## src/pctc_ram.sv

```systemverilog
// Generic simple dual-port RAM with registered read.
`timescale 1ns / 1ps
module pctc_ram #(
    parameter int WIDTH = 8,
    parameter int DEPTH = 16,
    parameter int AW    = (DEPTH > 1) ? $clog2(DEPTH) : 1
) (
    input  logic             clk,
    input  logic             we,
    input  logic [AW-1:0]    waddr,
    input  logic [WIDTH-1:0] wdata,
    input  logic             re,
    input  logic [AW-1:0]    raddr,
    output logic [WIDTH-1:0] rdata
);

    logic [WIDTH-1:0] mem_reg [DEPTH];
    logic [WIDTH-1:0] rdata_reg;

    // Write port
    always_ff @(posedge clk)
    begin
        if (we)
        begin
            mem_reg[waddr] <= wdata;
        end
    end

    // Registered read port, holds between reads
    always_ff @(posedge clk)
    begin
        if (re)
        begin
            rdata_reg <= mem_reg[raddr];
        end
    end

    assign rdata = rdata_reg;

endmodule

```

## config.mk

```make
export PLATFORM = sky130hd
export DESIGN_NAME = pctc_ram
export DESIGN_NICKNAME = d
export VERILOG_FILES = /design/src/pctc_ram.sv
export SDC_FILE = /design/constraint.sdc
export NUM_CORES = 1
export LEC_CHECK = 0
export ABC_AREA = 1
export BUFFER_PORTS_ARGS = -buffer_cell sky130_fd_sc_hd__buf_2
export CAP_MARGIN = 10
export CORE_MARGIN = 8
export CORE_UTILIZATION = 50
export DETAILED_ROUTE_END_ITERATION = 8
export MAX_ROUTING_LAYER = met4
export PLACE_DENSITY = 0.69
export SLEW_MARGIN = 20
export SYNTH_ARGS = -nofsm -noshare
export SYNTH_HDL_FRONTEND = slang
export SYNTH_SLANG_ARGS = --single-unit
```

## constraint.sdc

```tcl
create_clock -name clk -period 2.5 [get_ports clk]
set_input_delay 0.125 -clock clk [delete_from_list [all_inputs] [get_ports clk]]
set_output_delay 0.125 -clock clk [all_outputs]
set_load 0.02 [all_outputs]
```

==> run summary <==
==================================================================================
PortBufs ............................................................           26
Total vias in the final route .......................................        3,864
Final hold violation count ..........................................            0
Kind of cell adding the most delay to the critical path ............. buffers and inverters
Worst hold path cell count ..........................................            1
Clock Pin Slew Worst Setup and Hold Paths ...........................        60 ps
R2R depth ...........................................................            6
Post-synth EDFFs ....................................................          136
Number of global-route vias before repair ...........................        3,835
Count of unique library cells instantiated by Yosys .................           11
Wire length of the first global-routing pass ........................      20.3 mm
Category of the worst setup path launch point .......................   input port
Count of buffers added by post-CTS timing repair for setup ..........            0
Row count ...........................................................           39
Library cell with the highest instance count after synthesis ........ sky130_fd_sc_hd__nand2_1
Setup slack after placement .........................................       550 ps
Area contributors post-synth ........................................ sky130_fd_sc_hd__edfxtp_1 70%, sky130_fd_sc_hd__nand2_1 11%, sky130_fd_sc_hd__nand3_1 8.3%, sky130_fd_sc_hd__inv_1 6.4%, sky130_fd_sc_hd__buf_6 1.2%
Die W ...............................................................       124 um
Count of antenna diodes in the layout ...............................            0
Number of buffers created by CTS ....................................           17
Clock tree from TritonCTS ...........................................        built
Final count of pins violating max slew ..............................            0
Bufs and invs on worst path .........................................            2
Sequential fraction of design power .................................        48.1%
Detail Placement HPWL ...............................................      8.01 mm
Critical path cell sequence ......................................... buf_2, inv_2, nand3_1, nand3_1, nand3_1, nand2_1
Total Neg Setup Slack ...............................................         0 ps
Largest net degree at the start of global routing ...................           65
Cell-internal power .................................................    0.00421 W
Total nets after synthesis ..........................................          570
Class of the most critical setup path ...............................    in -> reg
Worst clock skew ....................................................      10.7 ps
Setup repair after global routing missed its margin .................        false
Proportion of power drawn by the clock network ......................        46.2%
Avg Vias per Cell ...................................................         5.28
Yosys top cell area share ...........................................        69.8%
Flip-flop count of the largest register, all copies and words added .          128
Path length in cells of the critical path ...........................            6
Post-route minimum period ...........................................      1570 ps
Number of max-capacitance violations reported .......................            0
Maximum fanout count along the critical path ........................           33
Global-route total usage across every layer .........................        18.5%
CTS resizes .........................................................            0
Arrival time of data at the critical path endpoint ..................      1740 ps
Worst setup EP type .................................................    flip-flop
Post-CTS Hold Fix Bufs ..............................................            0
Growth of design area from synthesis to finish ......................        13.0%
Synth Area per Inst .................................................     10.6 um2
Worst-case vdd ir drop ..............................................     0.470 mV
Fraction of layout cells with a size suffix above 1 .................        10.4%
LEAKAGE .............................................................      2.83 nW
Path category of the worst min-delay check ..........................    in -> reg
Antenna viol nets, final ............................................            0
Clk root buf ........................................................ sky130_fd_sc_hd__clkbuf_16
Effective utilization at floorplan ..................................        51.2%
DIE AREA ............................................................   0.0154 mm2
Routed WL ...........................................................      12.9 mm
Area leader, netlist ................................................ sky130_fd_sc_hd__edfxtp_1
Reported net switching power ........................................    0.00117 W
Final setup violating endpoints .....................................            0
Htree depth .........................................................            4
Clock latency reported for the late side of the worst-skew pair .....       420 ps
Net count reported at finish ........................................          595
Worst EP required ...................................................      2670 ps
Global route overflow ...............................................            0
Detailed Route Iter0 Violations .....................................          386
Netlist area before placement .......................................  0.00585 mm2
Maximum clock insertion buffer count ................................            2
Post-route total power ..............................................    0.00538 W
Top post-synthesis cells by count ................................... 173 x sky130_fd_sc_hd__nand2_1, 136 x sky130_fd_sc_hd__edfxtp_1, 100 x sky130_fd_sc_hd__inv_1
Count of unresolved DRC violations after routing ....................            0
Relative max-transition margin ......................................        40.8%
Cell type with the highest occurrence count on the critical path .... sky130_fd_sc_hd__nand3_1
Async S/R FF share, synth ...........................................           0%
Antenna violations before repair ....................................            0
Routability cong. ...................................................        0.875
Final critical-path share of the clock period .......................        62.7%
Logic gate share of total power .....................................         5.7%
Number of optimization iterations in the first detailed-route pass ..            5
Die Span Y ..........................................................       124 um
Top-level port count ................................................           27
Highest clock rate ..................................................    0.638 GHz
Standard cell core area .............................................   0.0114 mm2
Power density cells .................................................   814 mW/mm2
Synthesized flop and latch total ....................................          136
Switching fraction of total power ...................................        21.7%
Final setup slack of the worst path .................................       933 ps
Sequential-to-total area share from yosys stat ......................        69.8%
Main synth FF type .................................................. sky130_fd_sc_hd__edfxtp_1
Post-Syn Instances ..................................................          551
Ys Warns ............................................................            0
Cell with the biggest individual delay on the critical path ......... sky130_fd_sc_hd__buf_2
Run status .......................................................... complete, no violations
Clk sinks ...........................................................          136
Final routed wire length divided by cell count ......................      17.7 um
Slowest stage delay, CP .............................................       550 ps
Slew @ Worst Pin ....................................................       885 ps
==================================================================================
==> cell usage in the layout, fill, tap and decap left out <==
master and instances:
sky130_fd_sc_hd__nand2_1 173, sky130_fd_sc_hd__edfxtp_1 136, sky130_fd_sc_hd__inv_1 100, sky130_fd_sc_hd__nand3_1 97, sky130_fd_sc_hd__buf_2 26, sky130_fd_sc_hd__nor2_1 17, sky130_fd_sc_hd__clkbuf_16 17, sky130_fd_sc_hd__clkinv_2 4
sky130_fd_sc_hd__buf_4 4, sky130_fd_sc_hd__bufinv_16 3, sky130_fd_sc_hd__clkinv_4 3, sky130_fd_sc_hd__inv_2 2, sky130_fd_sc_hd__nand3b_1 2, sky130_fd_sc_hd__clkinvlp_4 2, sky130_fd_sc_hd__clkbuf_1 2, sky130_fd_sc_hd__clkinv_1 1
==> routing by layer <==
| metal | global-route usage, % | share of wire, % | vias to the layer above |
|---|---|---|---|
| met3 | 4.90 | 7.3 | 19 |
| met5 | - | 0 | - |
| li1 | - | - | 1831 |
| met4 | 6.02 | 1.5 | 0 |
| met1 | 23.4 | 44 | 1854 |
| met2 | 28.6 | 47 | 160 |
==> through the flow <==
stage	utilization (%)	cell area, um2	std cells	hold slack [ps]
6_report	57.9	6610	732	79.6
5_1_grt	57.9	6610	732	63.3
4_1_cts	57.9	6610	732	62.5
3_5_place_dp	52.7	6020	700	504
3_3_place_gp	52.7	6020	700	494
2_1_floorplan	-	5850	551	224
==> worst register-to-register path, delay by kind of cell (launching register included) <==
family	cells	cell delay, ps
simple gates	5	540
flops	1	360
buf+inv	1	70
==> cells by family (layout without fill, tap and decap cells) <==
group / after synthesis / count (layout) / synth area share, %
buffers and inverters: 126 / 164 / 9.39
flip-flops: 136 / 136 / 69.8
AND/OR/NAND/NOR: 289 / 289 / 20.8
==> worst paths after layout <==
| check | slack, ps | from | end |
|---|---|---|---|
| max | 930 | raddr[1] | rdata[4]$_DFFE_PP_ |
| max reg2reg | 1300 | mem_reg[9][4]$_DFFE_PP_ | rdata[4]$_DFFE_PP_ |
| min | 80 | re | rdata[7]$_DFFE_PP_ |
| min reg2reg | 740 | mem_reg[10][7]$_DFFE_PP_ | rdata[7]$_DFFE_PP_ |
==> power by group through the flow <==
stage	Clock, W	Combinational (W)	Sequential [W]
floorplan	0	0.000180	0.00264
global placement	0	0.000301	0.00263
detailed placement	0	0.000306	0.00263
CTS	0.00250	0.000308	0.00259
global route	0.00259	0.000340	0.00259
finish	0.00248	0.000307	0.00259
==> layout make-up <==
cell class	count	area, um2
clock inverters	13	155
fillers	942	4810
multi-input cells	289	1210
inverters	102	383
repair buffers	30	160
clock buffers	19	433
flip-flops and latches	136	4080
well taps	143	179
Power figures use the tool's default switching activity.
