`config.mk`:
```
export PLATFORM = sky130hd
export DESIGN_NAME = pctc_walker
export DESIGN_NICKNAME = d
export VERILOG_FILES = /design/src/pctc_pkg.sv /design/src/pctc_node_test.sv /design/src/pctc_walker.sv
export SDC_FILE = /design/constraint.sdc
export NUM_CORES = 1
export LEC_CHECK = 0
export ABC_AREA = 1
export ABC_CLOCK_PERIOD_IN_PS = 2700
export BUFFER_PORTS_ARGS = -buffer_cell sky130_fd_sc_hd__buf_2
export CORE_MARGIN = 2
export CORE_UTILIZATION = 44
export CTS_BUF_LIST = sky130_fd_sc_hd__clkbuf_16
export DETAILED_ROUTE_END_ITERATION = 16
export MAX_ROUTING_LAYER = met4
export PLACE_DENSITY_LB_ADDON = 0.12
export SYNTH_ARGS = -nofsm -noshare
export SYNTH_HDL_FRONTEND = slang
export SYNTH_SLANG_ARGS = --single-unit
export TNS_END_PERCENT = 50
```
`constraint.sdc`:
```
create_clock -name clk -period 2.7 [get_ports clk]
set_clock_uncertainty 0.05 [all_clocks]
set_input_delay 0.135 -clock clk [delete_from_list [all_inputs] [get_ports clk]]
set_output_delay 0.135 -clock clk [all_outputs]
set_load 0.005 [all_outputs]
```
`src/pctc_pkg.sv`:
```
// Shared types, constants and codes for the phonetic context tree classifier.
`timescale 1ns / 1ps
package pctc_pkg;

    // Table sizes
    localparam int NODE_COUNT    = 1024;
    localparam int CLASS_COUNT   = 256;
    localparam int PHONE_COUNT   = 64;
    localparam int CONTEXT_ORDER = 2;

    // Derived widths
    localparam int NODE_AW  = (NODE_COUNT > 1) ? $clog2(NODE_COUNT) : 1;
    localparam int CLASS_AW = (CLASS_COUNT > 1) ? $clog2(CLASS_COUNT) : 1;
    localparam int STEP_W   = NODE_AW;
    localparam int CHILD_W  = 10;
    localparam int NODE_W   = 47;
    localparam int MASK_W   = 64;
    localparam int PHONE_W  = 6;

    // Command codes
    typedef enum logic [1:0] {
        CMD_NODE_WR  = 2'd0,
        CMD_CLASS_WR = 2'd1,
        CMD_CLASSIFY = 2'd2
    } cmd_t;

    // Node question codes
    typedef enum logic [2:0] {
        KIND_LEAF     = 3'd0,
        KIND_LEFT0    = 3'd1,
        KIND_LEFT1    = 3'd2,
        KIND_CENTRE   = 3'd3,
        KIND_RIGHT0   = 3'd4,
        KIND_RIGHT1   = 3'd5,
        KIND_POSITION = 3'd6,
        KIND_STATE    = 3'd7
    } node_kind_t;

    // Walk sequencer states
    typedef enum logic [2:0] {
        WS_IDLE,
        WS_NODE_RD,
        WS_NODE_EVAL,
        WS_CLASS_EVAL,
        WS_DONE
    } walk_state_t;

    // Input beat
    typedef struct packed {
        logic [1:0]          cmd;
        logic [9:0]          slot;
        logic [2:0]          node_kind;
        logic [CHILD_W-1:0]  yes_child;
        logic [CHILD_W-1:0]  no_child;
        logic [7:0]          test_value;
        logic [15:0]         leaf_state;
        logic [MASK_W-1:0]   class_bits;
        logic [23:0]         context_phones;
        logic [PHONE_W-1:0]  center_phone;
        logic [7:0]          word_position;
        logic [7:0]          query_state;
    } in_t;

    // Result beat
    typedef struct packed {
        logic [15:0] hmm_index;
        logic        walk_error;
    } out_t;

    // Node table entry (47 bits)
    typedef struct packed {
        logic [2:0]         kind;
        logic [CHILD_W-1:0] yes_child;
        logic [CHILD_W-1:0] no_child;
        logic [7:0]         value;
        logic [15:0]        leaf;
    } node_t;

    // Context held for one walk
    typedef struct packed {
        logic [23:0]        context_phones;
        logic [PHONE_W-1:0] center_phone;
        logic [7:0]         word_position;
        logic [7:0]         query_state;
    } ctx_t;

    // Outcome of the node question unit
    typedef struct packed {
        logic               is_leaf;
        logic               needs_class;
        logic               direct_ans;
        logic               class_ok;
        logic [PHONE_W-1:0] phone;
    } test_t;

    // Table read requests from the walker
    typedef struct packed {
        logic                node_re;
        logic [NODE_AW-1:0]  node_raddr;
        logic                class_re;
        logic [CLASS_AW-1:0] class_raddr;
    } mem_rd_t;

endpackage

```
`src/pctc_node_test.sv`:
```
// Node question unit: picks the phone under test and answers direct compares.
`timescale 1ns / 1ps
module pctc_node_test (
    input  pctc_pkg::node_t node,
    input  pctc_pkg::ctx_t  ctx,
    output pctc_pkg::test_t test
);
    import pctc_pkg::*;

    logic               pos_ok;
    logic [PHONE_W-1:0] phone;

    // Question decode
    always_comb
    begin
        test.is_leaf     = 1'b0;
        test.needs_class = 1'b0;
        test.direct_ans  = 1'b0;
        pos_ok           = 1'b1;
        phone            = ctx.center_phone;
        case (node.kind)
            KIND_LEAF:
            begin
                test.is_leaf = 1'b1;
            end
            KIND_LEFT0:
            begin
                test.needs_class = 1'b1;
                phone            = ctx.context_phones[5:0];
            end
            KIND_LEFT1:
            begin
                test.needs_class = 1'b1;
                phone            = ctx.context_phones[11:6];
                pos_ok           = (CONTEXT_ORDER > 1);
            end
            KIND_CENTRE:
            begin
                test.needs_class = 1'b1;
                phone            = ctx.center_phone;
            end
            KIND_RIGHT0:
            begin
                test.needs_class = 1'b1;
                phone            = ctx.context_phones[17:12];
            end
            KIND_RIGHT1:
            begin
                test.needs_class = 1'b1;
                phone            = ctx.context_phones[23:18];
                pos_ok           = (CONTEXT_ORDER > 1);
            end
            KIND_POSITION:
            begin
                test.direct_ans = (node.value == ctx.word_position);
            end
            KIND_STATE:
            begin
                test.direct_ans = (node.value == ctx.query_state);
            end
            default:
            begin
                test.is_leaf = 1'b1;
            end
        endcase
        // Out-of-range class, phone or context position answers no
        test.phone    = phone;
        test.class_ok = pos_ok
                        && (32'(node.value) < CLASS_COUNT)
                        && (32'(phone) < PHONE_COUNT);
    end

endmodule

```
`src/pctc_walker.sv`:
```
// Tree walk sequencer: one node read and question per step, class read when needed.
`timescale 1ns / 1ps
module pctc_walker (
    input  logic                          clk,
    input  logic                          rst_n,
    input  logic                          start,
    input  pctc_pkg::ctx_t                ctx_in,
    output logic                          busy,
    output pctc_pkg::mem_rd_t             rd,
    input  logic [pctc_pkg::NODE_W-1:0]   node_rdata,
    input  logic [pctc_pkg::MASK_W-1:0]   class_rdata,
    output logic                          res_valid,
    input  logic                          res_ready,
    output pctc_pkg::out_t                res
);
    import pctc_pkg::*;

    walk_state_t        state_reg, state_next;
    logic [CHILD_W-1:0] idx_reg, idx_next;
    logic [STEP_W-1:0]  step_reg, step_next;
    ctx_t               ctx_reg, ctx_next;
    logic [PHONE_W-1:0] phone_reg, phone_next;
    logic               class_ok_reg, class_ok_next;
    out_t               res_reg, res_next;

    node_t              node;
    test_t              test;
    logic               ans;
    logic [CHILD_W-1:0] child;
    logic               walk_end;

    assign node = node_t'(node_rdata);

    pctc_node_test u_test (
        .node (node),
        .ctx  (ctx_reg),
        .test (test)
    );

    // Answer and successor of the current node
    assign ans      = (state_reg == WS_CLASS_EVAL) ? (class_ok_reg && class_rdata[phone_reg])
                                                   : test.direct_ans;
    assign child    = ans ? node.yes_child : node.no_child;
    assign walk_end = (step_reg == STEP_W'(NODE_COUNT - 1)) || (32'(child) >= NODE_COUNT);

    // Next state
    always_comb
    begin
        state_next = state_reg;
        case (state_reg)
            WS_IDLE:
            begin
                if (start)
                begin
                    state_next = WS_NODE_RD;
                end
            end
            WS_NODE_RD:
            begin
                state_next = WS_NODE_EVAL;
            end
            WS_NODE_EVAL:
            begin
                if (test.is_leaf)
                begin
                    state_next = WS_DONE;
                end
                else if (test.needs_class)
                begin
                    state_next = WS_CLASS_EVAL;
                end
                else if (walk_end)
                begin
                    state_next = WS_DONE;
                end
                else
                begin
                    state_next = WS_NODE_RD;
                end
            end
            WS_CLASS_EVAL:
            begin
                state_next = walk_end ? WS_DONE : WS_NODE_RD;
            end
            WS_DONE:
            begin
                if (res_ready)
                begin
                    state_next = WS_IDLE;
                end
            end
            default:
            begin
                state_next = WS_IDLE;
            end
        endcase
    end

    // State outputs
    always_comb
    begin
        rd.node_re     = (state_reg == WS_NODE_RD);
        rd.node_raddr  = NODE_AW'(idx_reg);
        rd.class_re    = (state_reg == WS_NODE_EVAL);
        rd.class_raddr = CLASS_AW'(node.value);
        res_valid      = (state_reg == WS_DONE);
        busy           = (state_reg != WS_IDLE);
    end

    // Walk datapath
    always_comb
    begin
        idx_next      = idx_reg;
        step_next     = step_reg;
        ctx_next      = ctx_reg;
        phone_next    = phone_reg;
        class_ok_next = class_ok_reg;
        res_next      = res_reg;
        if (state_reg == WS_IDLE && start)
        begin
            idx_next  = '0;
            step_next = '0;
            ctx_next  = ctx_in;
        end
        else if (state_reg == WS_NODE_EVAL)
        begin
            phone_next    = test.phone;
            class_ok_next = test.class_ok;
            if (test.is_leaf)
            begin
                res_next.hmm_index  = node.leaf;
                res_next.walk_error = 1'b0;
            end
            else if (!test.needs_class)
            begin
                if (walk_end)
                begin
                    res_next.hmm_index  = '0;
                    res_next.walk_error = 1'b1;
                end
                else
                begin
                    idx_next  = child;
                    step_next = step_reg + STEP_W'(1);
                end
            end
        end
        else if (state_reg == WS_CLASS_EVAL)
        begin
            if (walk_end)
            begin
                res_next.hmm_index  = '0;
                res_next.walk_error = 1'b1;
            end
            else
            begin
                idx_next  = child;
                step_next = step_reg + STEP_W'(1);
            end
        end
    end

    // Control state
    always_ff @(posedge clk or negedge rst_n)
    begin
        if (!rst_n)
        begin
            state_reg <= WS_IDLE;
        end
        else
        begin
            state_reg <= state_next;
        end
    end

    // Walk payload
    always_ff @(posedge clk)
    begin
        idx_reg      <= idx_next;
        step_reg     <= step_next;
        ctx_reg      <= ctx_next;
        phone_reg    <= phone_next;
        class_ok_reg <= class_ok_next;
        res_reg      <= res_next;
    end

    assign res = res_reg;

endmodule

```
==> metrics, run 1 <==
outcome=completed; Post-Synth Adder-Cell Area=0.00262; EDFF count, synth=slightly below 70; most frequent CP cell=nand2_1; Synth Area in XOR/XNOR=0.00183; Area Growth Syn to Fin=38.4%; CP max FO=17; DR iter-0 viols=approximately 390; count of cell types in the netlist=37; I/O Buffers=between 150 and 200; fill count=921; Final ANT Viol Nets=0; maximum resistive drop on vdd=410 uV; Static Leak=~3.2 nW; Buf/Inv on CP=3; Gate Count Post-Synth=~550; crit path DAT=about 2.5 ns; final hold vios=0; fin. max-slew vios=0; Compound-Gate Fraction of Synth Area=0.0914; clock sink count=about 90; commonest non-fill, non-tap cell in the layout=buf_2; crit end category=flip-flop; uppermost routed layer=met4; Cells on Worst Hold Path=2; initial antenna violation count=1; final instance area=between 6000 and 7000 sq um; syn_nets=~710; Via density=4.89; fraction of registers with async set or reset after synthesis=0.0326; met1 WL=around 5.2 mm; I/O Pins=200; layout cell share with drive strength beyond 1=0.308; post-synthesis mux area share=0; worst r2r dst=step_reg[7]$_SDFFE_PP0P_; Cell Area, Placed=~5900 sq um; height of the die=about 110 microns; critical path type=flip-flop to flip-flop; multi-input logic area=approximately 1800 sq um; startpoint types=flip-flop; final setup vio count=0; met2 routed WL=5.79 mm; flop2flop setup slack=roughly 0.35 ns; Critical Path RT=2.88 ns; global placer's final weighted congestion=0.868; grt ovf=0; worst r2r path cells=13; syn avg cell area=just under 9 sq um; Die Footprint=roughly 12000 sq um; Synth Warn #=0; Longest Clk Path Bufs=2; Rel. slew slack=0.493; CP top delay family=simple AND/OR/NAND/NOR gates; Hold Path Sink=state_reg[2]$_DFFE_PN0P_; Seq. cell area=between 2000 and 3000 sq um; Max-cap violations=0; drt wl/cell=13.2 microns; max FFs per register=46; Power Dens Cells=approximately 770 nW/um^2; Total GRT Usage=0.213; CP max-delay cell=dfxtp_1; largest family of logic cells by synthesized area=simple AND/OR/NAND/NOR gates; pin count of the biggest net entering global routing=36; HP Start=res_ready; Die W=roughly 110 microns; Hold WC Path Type=input pin to flip-flop; drt first pass iters=6; H-tree depth=3; # DRC=0; slew at the pin closest to its max-slew limit=between 0.7 and 0.8 ns; CTS tree=done; Root Driver=clkbuf_16; met3 wire len=approximately 1.1 mm; setup TNS=0 ns; via count=around 4600; Core Rows=38; min cycle time layout=about 2.4 ns; post-CTS sizing=0; fin nets=949; FMAX=about 0.43 GHz; total wire length=approximately 12 mm; CP peak stage delay=~0.32 ns; clk slew on worst S/H paths=roughly 0.06 ns; simple-gate area share of the yosys netlist=0.282; core region area=between 10000 and 15000 sq um; mapped cell area=between 4000 and 5000 sq um; Period Utilization, post-route=0.870; DP HPWL=approximately 8.9 mm; post-synthesis register bit count=92; CP Depth=13; worst reg2reg startpoint=step_reg[0]$_SDFFE_PP0P_; postcts setup bufs=0; Initial Util=0.446; most frequent cells in the layout=buf_2 (199), nand2_1 (145), nand3_1 (100), inv_1 (69), edfxtp_1 (69); CTS Buf Count=9; crit-path cells=ha_1 -> inv_1 -> nor4_2 -> nand2_1 -> nand2_1 -> inv_2 -> nand2_4 -> inv_2 -> nand2_2 -> nor2_1 -> nand2_1 -> o21ai_0 -> a21oi_1; register area share after synthesis=0.533; RSZ-0062 raised after global routing=no; top_reg_cell synth=edfxtp_1; Clk Latency, worst-skew pair=between 0.3 and 0.4 ns; vias in the first global route=between 4000 and 5000; first-pass GRT wire length=between 15 and 20 mm
[layer usage]
metal	vias up	track usage
met3	24	0.0512
met1	1990	0.246
met5	-	-
li1	2336	-
met4	0	0.0696
met2	210	0.367
[kinds of logic after synthesis]
logic type	Yosys count
buffers and inverters	97
XOR/XNOR	1
AND/OR/NAND/NOR	295
AO/OA/AOI/OAI	61
adder cells (fa/ha/maj)	1
flip-flops	92
[timing repair]
action                     4_1_cts  5_1_grt
hold endpoints to repair        49        0
hold buffers                    47        0
setup endpoints to repair        0        0
[worst register-to-register path, stage by stage (launching register included)]
cell	delay (ns)
dfxtp_1	0.32
ha_1	0.21
inv_1	0.11
nor4_2	0.07
nand2_1	0.15
nand2_1	0.08
inv_2	0.25
nand2_4	0.20
inv_2	0.28
nand2_2	0.11
nor2_1	0.14
nand2_1	0.08
o21ai_0	0.14
a21oi_1	0.05
[stage by stage]
step                      power, W  utilization  std cells  setup slack [ns]  hold slack (ns)
after global placement     0.00392        0.549        869             0.433           -0.116
after CTS                  0.00515        0.618        932             0.334           0.0109
after detailed placement   0.00395        0.549        869             0.361           -0.114
after global routing       0.00547        0.618        933            0.0484           0.0104
after floorplan            0.00334            -        547             0.287           -0.211
final                      0.00511        0.618        933             0.350           0.0276
[area by class of cell]
type                    count  share of cell area
flip-flops and latches     92               0.385
multi-input cells         358               0.273
repair buffers            254               0.233
inverters                  72              0.0409
clock buffers               9              0.0341
well taps                 140              0.0265
clock inverters             7             0.00663
diodes                      1            0.000379
[cells in the mapped netlist (2+ instances only)]
cell type	instances	area, sq um
nand2_2	8	50.1
o21ai_0	6	30.0
a22o_1	22	193
a21oi_1	19	95.1
nor2_2	3	18.8
buf_6	2	22.5
nand2_1	145	544
buf_4	9	67.6
nor3_1	10	50.1
edfxtp_1	69	2070
clkbuf_1	6	22.5
nand3_1	100	500
nor2_1	16	60.1
dfxtp_1	20	400
or2_2	2	12.5
inv_1	69	259
dfrtp_1	3	75.1
inv_2	3	11.3
a221oi_1	6	52.6
nand3b_1	4	30.0
nor4_1	2	12.5
buf_2	7	35.0
nand3_4	2	35.0
[worst max-delay path by stage]
stage	startpoint	slack, ns	to
floorplan	state_reg[1]$_DFFE_PN0P_	0.29	step_reg[7]$_SDFFE_PP0P_
global placement	step_reg[0]$_SDFFE_PP0P_	0.43	step_reg[7]$_SDFFE_PP0P_
detailed placement	step_reg[0]$_SDFFE_PP0P_	0.36	step_reg[7]$_SDFFE_PP0P_
CTS	step_reg[0]$_SDFFE_PP0P_	0.33	step_reg[7]$_SDFFE_PP0P_
global route	step_reg[0]$_SDFFE_PP0P_	0.05	step_reg[7]$_SDFFE_PP0P_
finish	step_reg[0]$_SDFFE_PP0P_	0.35	step_reg[7]$_SDFFE_PP0P_
[where the power goes]
part	total [W]	switching [W]	internal, W
Clock	0.00113	0.000516	0.000618
Combinational	0.00180	0.00106	0.000736
Sequential	0.00218	0.000165	0.00202
Total	0.00511	0.00174	0.00337
No activity file was read; power rests on OpenSTA's default activity.
==> run 2: changes to the inputs <==
--- a/config.mk
+++ b/config.mk
@@ -12,6 +12,7 @@
 export CORE_UTILIZATION = 44
 export CTS_BUF_LIST = sky130_fd_sc_hd__clkbuf_16
 export DETAILED_ROUTE_END_ITERATION = 16
+export GPL_TIMING_DRIVEN = 0
 export MAX_ROUTING_LAYER = met4
 export PLACE_DENSITY_LB_ADDON = 0.12
 export SYNTH_ARGS = -nofsm -noshare
==> run 2 against run 1 <==
Flip-flop and latch count stayed put. Largest power group unchanged. Critical path type unchanged. Worst setup slack worse by 0.019 ns. Hold slack better by 0.0058 ns. Routed wire length is 4.5% higher. Total power is 2.9% higher. Die area stayed put. Clock power is 9% higher. Sequential share of layout area is 0.65 points lower.
==> metrics, run 2 (same netlist as run 1, synthesis figures left out) <==
FMAX=roughly 0.42 GHz; Cells on Worst Hold Path=2; first-pass GRT wire length=about 20 mm; Total GRT Usage=0.227; I/O Buffers=roughly 200; fill count=942; H-tree depth=3; Longest Clk Path Bufs=2; Rel. slew slack=0.456; sw frac=0.337; worst r2r dst=idx_reg[1]$_SDFFE_PP0P_; grt ovf=0; CTS Buf Count=9; Power Dens Cells=between 700 and 800 nW/um^2; Logic pwr share=0.352; Root Driver=clkbuf_16; worst reg2reg startpoint=phone_reg[0]$_DFFE_PP_; Die Footprint=roughly 12000 sq um; via count=about 4700; vias in the first global route=between 4000 and 5000; final instance area=a little under 7000 sq um; crit path DAT=roughly 2.5 ns; clock share of power=0.234; postcts setup bufs=0; HP Start=res_ready; slew at the pin closest to its max-slew limit=0.812 ns; total wire length=approximately 13 mm; Clk Latency, worst-skew pair=between 0.3 and 0.4 ns; clk slew on worst S/H paths=0.06 ns; critical path type=flip-flop to flip-flop; fin. max-slew vios=0; pin count of the biggest net entering global routing=56; Psw=roughly 0.0018 W; commonest non-fill, non-tap cell in the layout=buf_2; Cell Area, Placed=5950 sq um; Area Growth Syn to Fin=40.8%; layout cell share with drive strength beyond 1=0.315; CTS tree=done; global placer's final weighted congestion=approximately 0.89; height of the die=about 110 microns; Core Rows=38; Static Leak=3.24 nW; Seq. cell area=2550 sq um; Max-cap violations=0; core region area=~11000 sq um; most frequent cells in the layout=buf_2 (206), nand2_1 (145), nand3_1 (100), inv_1 (69), edfxtp_1 (69); Via density=4.91; multi-input logic area=~1800 sq um; sequential share of power=0.414; RSZ-0062 raised after global routing=no; startpoint types=flip-flop; worst r2r path cells=13; final setup vio count=0; total power draw=0.00526 W; maximum resistive drop on vdd=between 500 and 600 uV; Die W=roughly 110 microns; max FFs per register=between 40 and 50; Final ANT Viol Nets=0; drt wl/cell=around 14 microns; DR iter-0 viols=450; Inst Count DP=roughly 890; Critical Path RT=2.84 ns; DP HPWL=9.23 mm; Hold WC Path Type=input pin to flip-flop; flop2flop setup slack=0.33 ns; setup TNS=0 ns; Initial Util=0.446; clock sink count=92; outcome=completed; # DRC=0; Fin Hold WS=about 0.033 ns; Period Utilization, post-route=0.878; drt first pass iters=5; I/O Pins=200; initial antenna violation count=1; min cycle time layout=around 2.4 ns; crit end category=flip-flop; Hold Path Sink=state_reg[2]$_DFFE_PN0P_; final hold vios=0; fin cells=950; CP max FO=10; internal power=between 0.003 and 0.004 W; fin nets=around 970
[run 2: cell types whose count changed in the layout (fill, tap and decap cells not counted), moves of 2 or more]
cell and change:
buf_6 +2, clkbuf_1 +5, buf_4 +2, buf_2 +7
[run 2: cell type report]
class	count	share of cell area
repair buffers	246	0.218
clock inverters	7	0.00986
plain buffers	25	0.0231
clock buffers	9	0.0335
flip-flops and latches	92	0.379
well taps	140	0.0261
inverters	72	0.0402
diodes	1	0.000372
multi-input cells	358	0.270
[run 2: stage by stage]
stage,setup WS [ns],utilization
finish,0.330,0.628
global route,0.0749,0.628
CTS,0.130,0.628
detailed placement,-0.0107,0.556
global placement,-0.240,0.556
floorplan,0.287,-
[run 2: power by group through the flow]
stage	combinational, W	sequential, W	clock [W]
global route	0.00207	0.00221	0.00131
CTS	0.00185	0.00218	0.00126
global placement	0.00175	0.00219	0
floorplan	0.00114	0.00220	0
detailed placement	0.00178	0.00221	0
finish	0.00185	0.00218	0.00123
[run 2: routing by layer]
layer  global-route usage  share of wire
met1                0.266           0.42
met2                0.385           0.48
met3               0.0476          0.074
met4               0.0824          0.025
met5                    -              0
[run 2: worst max-delay path by stage]
stage                                         from  cells after the start                       end
after floorplan           state_reg[1]$_DFFE_PN0P_                     12  step_reg[7]$_SDFFE_PP0P_
after global placement    state_reg[1]$_DFFE_PN0P_                     12  step_reg[7]$_SDFFE_PP0P_
after detailed placement  state_reg[2]$_DFFE_PN0P_                      4     ctx_reg[16]$_DFFE_PP_
after CTS                 state_reg[1]$_DFFE_PN0P_                     12  step_reg[7]$_SDFFE_PP0P_
after global routing        phone_reg[0]$_DFFE_PP_                     13   idx_reg[7]$_SDFFE_PP0P_
final                       phone_reg[0]$_DFFE_PP_                     13   idx_reg[1]$_SDFFE_PP0P_
[run 2: critical path: stages (launching register included)]
cell and delay (ns):
edfxtp_1 0.31, buf_2 0.15, clkbuf_1 0.35, nand2_1 0.16
nand3_1 0.12, nand3_1 0.07, nand3_1 0.10, nand3_1 0.07
nand3b_1 0.17, nand2_1 0.08, nand2_1 0.30, nand3_1 0.12
nand3_1 0.11, a21oi_1 0.07
[run 2: repair_timing]
item | in CTS | in global routing
hold endpoints to repair | 49 | 0
setup endpoints to repair | 46 | 1
gates resized for setup | 1 | 1
hold buffers | 47 | 0
==> run 3: changes to the inputs <==
--- a/config.mk
+++ b/config.mk
@@ -6,7 +6,7 @@
 export NUM_CORES = 1
 export LEC_CHECK = 0
 export ABC_AREA = 1
-export ABC_CLOCK_PERIOD_IN_PS = 2700
+export ABC_CLOCK_PERIOD_IN_PS = 1900
 export BUFFER_PORTS_ARGS = -buffer_cell sky130_fd_sc_hd__buf_2
 export CORE_MARGIN = 2
 export CORE_UTILIZATION = 44
==> constraint.sdc (replaced) <==
create_clock -name clk -period 1.9 [get_ports clk]
set_clock_uncertainty 0.05 [all_clocks]
set_input_delay 0.095 -clock clk [delete_from_list [all_inputs] [get_ports clk]]
set_output_delay 0.095 -clock clk [all_outputs]
set_load 0.005 [all_outputs]
==> run 3 against run 2 <==
The run now ends with setup timing left. Via count grew 7.8%. Register-to-register slack lost 0.45 ns. First-iteration DRC count shrank 27%. Worst setup slack got worse by 0.45 ns.
==> metrics, run 3 (same netlist as run 1, synthesis figures left out) <==
worst r2r path cells=14; Fin Hold WS=roughly 0.00032 ns; height of the die=108 microns; Total GRT Usage=0.243; fin. max-slew vios=0; drt wl/cell=approximately 15 microns; slew at the pin closest to its max-slew limit=roughly 0.76 ns; failing checks=setup timing; maximum resistive drop on vdd=just under 700 uV; Die Footprint=about 12000 sq um; Max-cap violations=0; outcome=finished with violations; H-tree depth=3; final setup vio count=10; Longest Clk Path Bufs=2; commonest non-fill, non-tap cell in the layout=buf_2; drt first pass iters=5; crit end category=flip-flop; Final ANT Viol Nets=0; Clk Latency, worst-skew pair=0.34 ns; grt ovf=0; Power Dens Cells=between 1000 and 1500 nW/um^2; Via density=approximately 5; I/O Pins=200; Hold WC Path Type=input pin to flip-flop; setup ws final=-0.122 ns; first-pass GRT wire length=between 20 and 25 mm; DP HPWL=between 9 and 10 mm; Die W=between 100 and 150 microns; Static Leak=between 3 and 4 nW; CP max-delay cell=edfxtp_1; core region area=roughly 11000 sq um; CTS tree=done; via count=5022; Seq. cell area=~2500 sq um; CP peak stage delay=0.39 ns; most frequent cells in the layout=buf_2 (201), nand2_1 (115), nand3_2 (72), edfxtp_1 (69), inv_1 (65); global placer's final weighted congestion=around 0.92; Root Driver=clkbuf_16; DP Worst Slack=-0.458 ns; layout cell share with drive strength beyond 1=0.484; I/O Buffers=~200; fin nets=996; critical path type=flip-flop to flip-flop; DR iter-0 viols=327; max FFs per register=46; multi-input logic area=between 2000 and 2500 sq um; Cells on Worst Hold Path=2; # DRC=0; Core Rows=38; CP max FO=6; Area Growth Syn to Fin=62.0%; pin count of the biggest net entering global routing=29; crit-path cells=buf_6 -> inv_8 -> buf_6 -> nand2_1 -> nand3_2 -> nand3_2 -> nand3_2 -> nand3_2 -> nand3b_1 -> buf_6 -> nand3_4 -> nand3_2 -> nand3_2 -> a21oi_2; initial antenna violation count=1; clk slew on worst S/H paths=about 0.07 ns; fin util=0.723; total power draw=0.00877 W; Critical Path RT=roughly 2.1 ns; min cycle time layout=just over 2 ns; vias in the first global route=roughly 4700; RSZ-0062 raised after global routing=yes; clock sink count=92; most frequent CP cell=nand3_2; fill count=between 800 and 900; Period Utilization, post-route=1.06; FMAX=0.495 GHz; CTS Buf Count=9; total wire length=roughly 15 mm; Rel. slew slack=0.488; final hold vios=0; crit path DAT=about 2.3 ns; Initial Util=0.446; startpoint types=flip-flop
run 3: cell count changes in the layout (fill, tap and decap cells not counted), sizes merged:
cell / previous run / this run
nand2: 154 / 155
nand3: 102 / 103
dlygate4sd3: 47 / 51
buf: 218 / 245
clkinv: 4 / 3
clkbuf: 15 / 12
inv: 73 / 74
run 3: cell type report:
type | count | share of cell area
diodes | 1 | 0.000323
flip-flops and latches | 92 | 0.330
clock buffers | 9 | 0.0291
plain buffers | 24 | 0.0336
multi-input cells | 360 | 0.314
clock inverters | 7 | 0.00873
inverters | 72 | 0.0378
repair buffers | 275 | 0.224
well taps | 140 | 0.0226
run 3: power by group:
group	leakage [nW]	internal (W)	total, W	switching, W
clock network	0.145	0.00101	0.00177	0.000754
registers	0.847	0.00287	0.00313	0.000256
logic	2.65	0.00168	0.00387	0.00219
total	3.64	0.00556	0.00877	0.00320
run 3: per-stage QoR:
stage | std cells | TNS [ns] | cell area (sq um)
after floorplan | 547 | 0 | 4790
after global placement | 886 | -16.66 | 5960
after detailed placement | 886 | -19.38 | 5960
after CTS | 969 | -1.00 | 7190
after global routing | 980 | -2.04 | 7740
final | 980 | -0.982 | 7740
run 3: path summary, 6_finish.rpt:
check / startpoint / to / slack (ns)
setup / recovery: phone_reg[0]$_DFFE_PP_ / idx_reg[4]$_SDFFE_PP0P_ / -0.12
hold / removal: node_rdata[13] / res[14]$_DFFE_PP_ / 0.0003
setup reg to reg: phone_reg[0]$_DFFE_PP_ / idx_reg[4]$_SDFFE_PP0P_ / -0.12
hold reg to reg: idx_reg[6]$_SDFFE_PP0P_ / idx_reg[6]$_SDFFE_PP0P_ / 0.42
max in group asynchronous: rst_n / state_reg[1]$_DFFE_PN0P_ / 1.66
min in group asynchronous: rst_n / state_reg[2]$_DFFE_PN0P_ / 0.03
run 3: what timing repair did:
item,4_1_cts,5_1_grt
gates cloned,5,0
hold buffers,51,0
pin swaps,22,44
endpoints found under the hold margin,53,0
resized for setup,78,111
buffers inserted,12,10
setup endpoints to repair,78,74
run 3: routing by layer:
metal / global-route usage / vias up / share of wire
met2: 0.422 / 214 / 0.51
li1: - / 2439 / -
met5: - / - / 0
met1: 0.276 / 2327 / 0.39
met4: 0.0952 / 0 / 0.026
met3: 0.0476 / 42 / 0.067
run 3: worst max-delay path, delay by kind of cell (launching register included):
family	cells	cell delay, ns
buf+inv	4	0.52
compound gates	1	0.13
flops	1	0.39
simple gates	9	0.87
